<file path="config.mk">
export PLATFORM = sky130hd
export DESIGN_NAME = bdg_divider
export DESIGN_NICKNAME = d
export VERILOG_FILES = /design/src/rtl/core/bdg_pkg.sv /design/src/rtl/core/bdg_divider.sv
export SDC_FILE = /design/constraint.sdc
export NUM_CORES = 1
export LEC_CHECK = 0
export ABC_AREA = 1
export ABC_CLOCK_PERIOD_IN_PS = 2400
export BUFFER_PORTS_ARGS = -buffer_cell sky130_fd_sc_hd__buf_2
export CAP_MARGIN = 20
export CORE_ASPECT_RATIO = 0.7
export CORE_MARGIN = 5
export CORE_UTILIZATION = 57
export DETAILED_ROUTE_END_ITERATION = 16
export PLACE_DENSITY = 0.8
export SYNTH_ARGS = -nofsm -noshare
export SYNTH_HDL_FRONTEND = slang
export SYNTH_SLANG_ARGS = --single-unit
export TNS_END_PERCENT = 100
</file>
<file path="constraint.sdc">
create_clock -name aclk -period 2.4 [get_ports aclk]
set_input_delay 0.12 -clock aclk [delete_from_list [all_inputs] [get_ports aclk]]
set_output_delay 0.12 -clock aclk [all_outputs]
set_load 0.02 [all_outputs]
</file>
<file path="src/rtl/core/bdg_pkg.sv">
`default_nettype none

package bdg_pkg;

    // defaults for the top level parameters
    localparam int DEF_MAX_SRC_WIDTH = 1024;
    localparam int DEF_MAX_SCALE     = 16;

    // largest source height in rows
    localparam int HEIGHT_LIMIT = 4096;

    localparam int NUM_CHAN   = 3;   // blue, green, red
    localparam int CHAN_W     = 8;
    localparam int ROW_SUM_W  = 12;  // one box row, up to 16 pixels
    localparam int SUM_W      = 16;  // one whole box, up to 256 pixels
    localparam int CNT_W      = 9;   // pixel count of a box, up to 256

    // floor(x / 3) == (x * 683) >> 11 for every x below 2048
    localparam logic [9:0] GRAY_RECIP = 10'd683;
    localparam int         GRAY_SHIFT = 11;

    // reset values of the configuration registers
    localparam logic [10:0] RST_SRC_WIDTH  = 11'd640;
    localparam logic [12:0] RST_SRC_HEIGHT = 13'd480;
    localparam logic [4:0]  RST_SCALE_X    = 5'd1;
    localparam logic [4:0]  RST_SCALE_Y    = 5'd1;

    typedef enum logic [1:0] {
        REG_SRC_WIDTH  = 2'd0,
        REG_SRC_HEIGHT = 2'd1,
        REG_SCALE_X    = 2'd2,
        REG_SCALE_Y    = 2'd3
    } reg_idx_t;

endpackage

`default_nettype wire

</file>
<file path="src/rtl/core/bdg_divider.sv">
`default_nettype none

// Three restoring dividers sharing one divisor, one quotient bit per cycle.
module bdg_divider
    import bdg_pkg::*;
(
    input  wire logic              aclk,
    input  wire logic              aresetn,
    input  wire logic              start,
    input  wire logic [CNT_W-1:0]  divisor,
    input  wire logic [SUM_W-1:0]  dividend [NUM_CHAN],
    output logic      [CHAN_W-1:0] quotient [NUM_CHAN],
    output logic                   done
);

    localparam int STEP_W = $clog2(SUM_W);

    logic [STEP_W-1:0] step_reg, step_next;
    logic              busy_reg, busy_next;
    logic              done_reg, done_next;
    logic [CNT_W-1:0]  divisor_reg, divisor_next;
    logic [SUM_W-1:0]  quo_reg [NUM_CHAN];
    logic [SUM_W-1:0]  quo_next [NUM_CHAN];
    logic [CNT_W-1:0]  rem_reg [NUM_CHAN];
    logic [CNT_W-1:0]  rem_next [NUM_CHAN];
    logic [CNT_W:0]    rem_shift [NUM_CHAN];

    always_comb begin
        busy_next    = busy_reg;
        done_next    = 1'b0;
        step_next    = step_reg;
        divisor_next = divisor_reg;
        for (int i = 0; i < NUM_CHAN; i++) begin
            rem_shift[i] = {rem_reg[i], quo_reg[i][SUM_W-1]};
            quo_next[i]  = quo_reg[i];
            rem_next[i]  = rem_reg[i];
        end
        if (start) begin
            busy_next    = 1'b1;
            step_next    = '0;
            divisor_next = divisor;
            for (int i = 0; i < NUM_CHAN; i++) begin
                quo_next[i] = dividend[i];
                rem_next[i] = '0;
            end
        end else if (busy_reg) begin
            for (int i = 0; i < NUM_CHAN; i++) begin
                if (rem_shift[i] >= {1'b0, divisor_reg}) begin
                    rem_next[i] = CNT_W'(rem_shift[i] - {1'b0, divisor_reg});
                    quo_next[i] = {quo_reg[i][SUM_W-2:0], 1'b1};
                end else begin
                    rem_next[i] = rem_shift[i][CNT_W-1:0];
                    quo_next[i] = {quo_reg[i][SUM_W-2:0], 1'b0};
                end
            end
            if (step_reg == STEP_W'(SUM_W - 1)) begin
                busy_next = 1'b0;
                done_next = 1'b1;
            end else begin
                step_next = step_reg + 1'b1;
            end
        end
    end

    always_ff @(posedge aclk) begin
        if (!aresetn) begin
            busy_reg <= 1'b0;
            done_reg <= 1'b0;
            step_reg <= '0;
        end else begin
            busy_reg <= busy_next;
            done_reg <= done_next;
            step_reg <= step_next;
        end
    end

    always_ff @(posedge aclk) begin
        divisor_reg <= divisor_next;
        for (int i = 0; i < NUM_CHAN; i++) begin
            quo_reg[i] <= quo_next[i];
            rem_reg[i] <= rem_next[i];
        end
    end

    always_comb begin
        for (int i = 0; i < NUM_CHAN; i++) begin
            quotient[i] = quo_reg[i][CHAN_W-1:0];
        end
    end

    assign done = done_reg;

endmodule

`default_nettype wire

</file>
Word level (Yosys, flattened, before mapping)
Memory sizes are Yosys's and may differ from the RTL's. Cells that the tools add are included.

Register bits after elaboration: 15. RAM bits: 75. Input bits: 60. Output and inout bits: 25. Logic and storage cells: 34. Memories kept: 2.

$add $sub $neg: 4. Order comparisons: 3. Eq/ne operators: 1. Muxes and demuxes: 14. Bitwise operators: 3. Reductions and logical operators: 3.

Memory list: quo_reg (words 3, width 16, read ports 3, clocked after Yosys merged registers in 0, write ports 3, line bdg_divider.sv:22) `logic [SUM_W-1:0] quo_reg [NUM_CHAN];`; rem_reg (words 3, width 9, read ports 3, clocked after Yosys merged registers in 0, write ports 3, line bdg_divider.sv:24) `logic [CNT_W-1:0] rem_reg [NUM_CHAN];`.

Operators with widths (count): 2-to-1 mux 48 bit (2); 2-to-1 mux 27 bit (2); >= comparator 10 x 9 -> 1 bit (3); 2-to-1 mux 9 bit (3); subtractor 9 bit (3); 2-to-1 mux 1 bit (7); adder 4 x 1 -> 4 bit, second input constant (1); equality test 4 bit, second input constant (1); NOT 1 bit (3); OR reduction 3 bit (1); AND reduction 2 bit (1); OR reduction 2 bit (1).

Longest topological paths before layout
Depth in word-level cells: 4. Mapped depth: 13. Depth with buffers taken out: 13.

Worst setup path before layout
No wires, ideal clock.

Kind: register -> register. Start: reg busy_reg (netlist name). End: mem quo_reg[0][0] (enable). Setup time: 0.405 ns. Arrival: 1.439 ns. Data required time: 1.995 ns. Setup slack: 0.556 ns. Stages on the path, launching flop included: 3. Buffers on the path: 0. Period minus slack after synthesis: 1.844 ns. Cell sequence: dfxtp_1 nor2_1 inv_1.

RTL lines (line): end, declared (bdg_divider.sv:22).

==> results.yml <==
timing:
  fin_skew_ps: 6.28
  finalHoldViolations: 0
  slew_violations: 0
  finalSetupViolCount: 0
  slew_headroom_pct: 66.0
  worst_pin_slew_ps: 511
  finalCriticalPeriod_ps: 2200
  layout_setup_ws_ps: 201
  rsz0062_at_grt: "false"
  post-route-period-util_pct: 91.6
  fin_setup_tns_ps: 0
  hold-worst-slack_ps: 53.0
  max_freq_mhz: 455
worst_hold_path:
  min_from: "dividend[29]"
  whs_path_depth: 3
  worstHoldPathType: "in2reg"
  holdPathEnd: "quo_reg[0][29]$_DFFE_PP_"
placement:
  pre_cts_ws_ps: 215
  place_inst: 870
  dp_hpwl_mm: 9.00
  routabilityCongestion: 0.964
  port_buffers: 84
cells_and_area:
  fillers: 782
  finalNetCount: 857
  largest_reg_flops: 48
  drive_gt1_share_pct: 15.7
  antennaDiodeCount: 0
  stdcell_count: 895
  areaGrowthSynthToFinish_pct: 13.1
worst_setup_path:
  ff2ff_path_depth: 10
  startpoint_type: "flip-flop"
  critPathArrivalTime_ps: 2270
  endpoint_kind: "flip-flop"
  crit_fanout: 6
  worstPathRequired_ps: 2470
  r2r_slack_ps: 200
  crit_type: "reg2reg"
  r2r_end: "quo_reg[0][32]$_DFFE_PP_"
  r2r-start: "divisor_reg[0]$_DFFE_PP_"
grt:
  grt_remaining_overflow: 0
  antenna_found_initial: 0
  grt_pass1_vias: 4331
  met2_usage_pct: 34.7
  grt_pass1_wl_mm: 20.2
  busiest_layer: "met2"
  grt.met1_usage_pct: 29.2
  use_met3_pct: 4.69
  track_usage_pct: 21.3
  grt_max_degree: 53
pwr:
  ir_worst_vdd_mv: 0.415
  power_leakage_nw: 3.15
  power_mw: 3.83
  power_density_nw_per_um2: 630
logic_synthesis:
  postSynth.asyncResetShare_pct: 0
  netlist_top_cells_count: "nand2_1, inv_1, nand3_1"
  synth-edff-count: 57
  synth_top_area_share_pct: 31.8
  synth-seq-cells: 90
  synth_nets: 790
  yosys_warnings: 0
  netlist_area_um2: 5380
  synth.avg_cell_area_um2: 7.70
  ys_seq_area_share_pct: 44.1
  yosys-top-cells-area: "edfxtp_1, nand2_1, dfxtp_1"
  synth_cells: 699
  synth_ff_type: "edfxtp_1"
  synth_cell_type_count: 30
  synth_top_area_cell: "edfxtp_1"
  yosysMostFrequentCell: "nand2_1"
die:
  die_x_um: 126
  io_pins: 85
  num_rows: 29
  start_util_pct: 58.8
  dieHeight_um: 91.3
  core_um2: 9140
  die_area_um2: 11500
flow_run:
  max_cap_violations: 0
clocking:
  postCtsSetupRepairBufs: 0
  cts-root-buf: "clkbuf_16"
  path_clk_slew_ps: 60
  cts_made_buffers: 9
  cts.sinks: 90
  clockBufferDepth: 2
  tritoncts: "yes"
  clkLatencyLatePin_ps: 340
  htreeDepth: 3
route:
  drt_iter0_markers: 347
  wl_mm: 12.3
  drcViolationCount: 0
  vias: 4626
  dr.pass1.iters: 7
  post_drt_wl_per_cell_um: 13.7
  via_per_inst: 5.17
  ant_nets: 0
status:
  outcome: "complete, no violations"
-- through the flow --
stage          instance area (um2)  util [%]
2_1_floorplan                 5380         -
3_3_place_gp                  5720      62.5
3_5_place_dp                  5720      62.5
4_1_cts                       6080      66.5
5_1_grt                       6080      66.5
6_report                      6080      66.5
-- critical path, cell delays in order (launching register included) --
cell and delay (ps):
edfxtp_1 440, ha_1 180, inv_1 60, fa_1 410, nand3_1 90, nand2_1 120, nand2_1 110, nand2_1 70
nand2_1 180, buf_4 190, a31oi_1 80
-- worst max path at each step --
stage / start / depth (start not counted) / endpoint
2_1_floorplan: busy_reg$_SDFF_PN0_ / 2 / quo_reg[0][0]$_DFFE_PP_
3_3_place_gp: divisor_reg[0]$_DFFE_PP_ / 12 / rem_reg[0][16]$_SDFFE_PP0P_
3_5_place_dp: quo_reg[0][31]$_DFFE_PP_ / 13 / rem_reg[0][14]$_SDFFE_PP0P_
4_1_cts: quo_reg[0][31]$_DFFE_PP_ / 13 / rem_reg[0][14]$_SDFFE_PP0P_
5_1_grt: quo_reg[0][47]$_DFFE_PP_ / 13 / rem_reg[0][19]$_SDFFE_PP0P_
6_report: divisor_reg[0]$_DFFE_PP_ / 10 / quo_reg[0][32]$_DFFE_PP_
-- report_power, final --
part	switching, mW	internal (mW)
combinational	0.438	0.262
clock	0.584	0.706
sequential	0.0564	1.78
total	1.08	2.75
-- final cells by class --
type,count,area (um2),area share (%)
inverter,73,274,4.50
tap,124,155,2.55
timing repair buffer,100,576,9.46
clock buffer,11,233,3.83
clock inverter,5,38.8,0.638
sequential,90,2370,39.0
multi-input combinational,492,2430,40.0
-- layer usage --
| metal | up-vias | share of wire [%] |
|---|---|---|
| li1 | 2351 | - |
| met1 | 2106 | 47 |
| met2 | 161 | 46 |
| met3 | 8 | 6.5 |
| met4 | 0 | 0.65 |
| met5 | - | 0 |
-- repair_timing --
| item | in CTS | in global routing |
|---|---|---|
| hold endpoints to repair | 9 | 0 |
| resized for setup | 0 | 1 |
| hold buffers | 9 | 0 |
| setup endpoints to repair | 0 | 7 |
-- logic make-up after synthesis --
logic type	count (synthesis)	synth area share [%]
simple gates	423	33.3
xor+xnor	9	1.47
buf+inv	117	10.7
fa+ha+maj	31	7.63
flops	90	44.1
compound gates	29	2.84
-- cells in the final DEF, fill, tap and decap left out, types with 4 or more instances in the layout --
master	netlist	final
buf_2	1	84
ha_1	28	28
edfxtp_1	57	57
dlygate4sd3_1	0	9
inv_1	71	70
o21ai_0	6	6
a21oi_1	17	17
clkinvlp_4	0	4
nor2_1	19	19
buf_4	26	6
nand3_1	64	64
nand2_1	301	300
nand3b_1	18	18
nor3_1	4	4
nand2_2	6	7
xnor2_1	9	9
clkbuf_16	0	9
dfxtp_1	33	33
No activity file was read; power rests on OpenSTA's default activity.
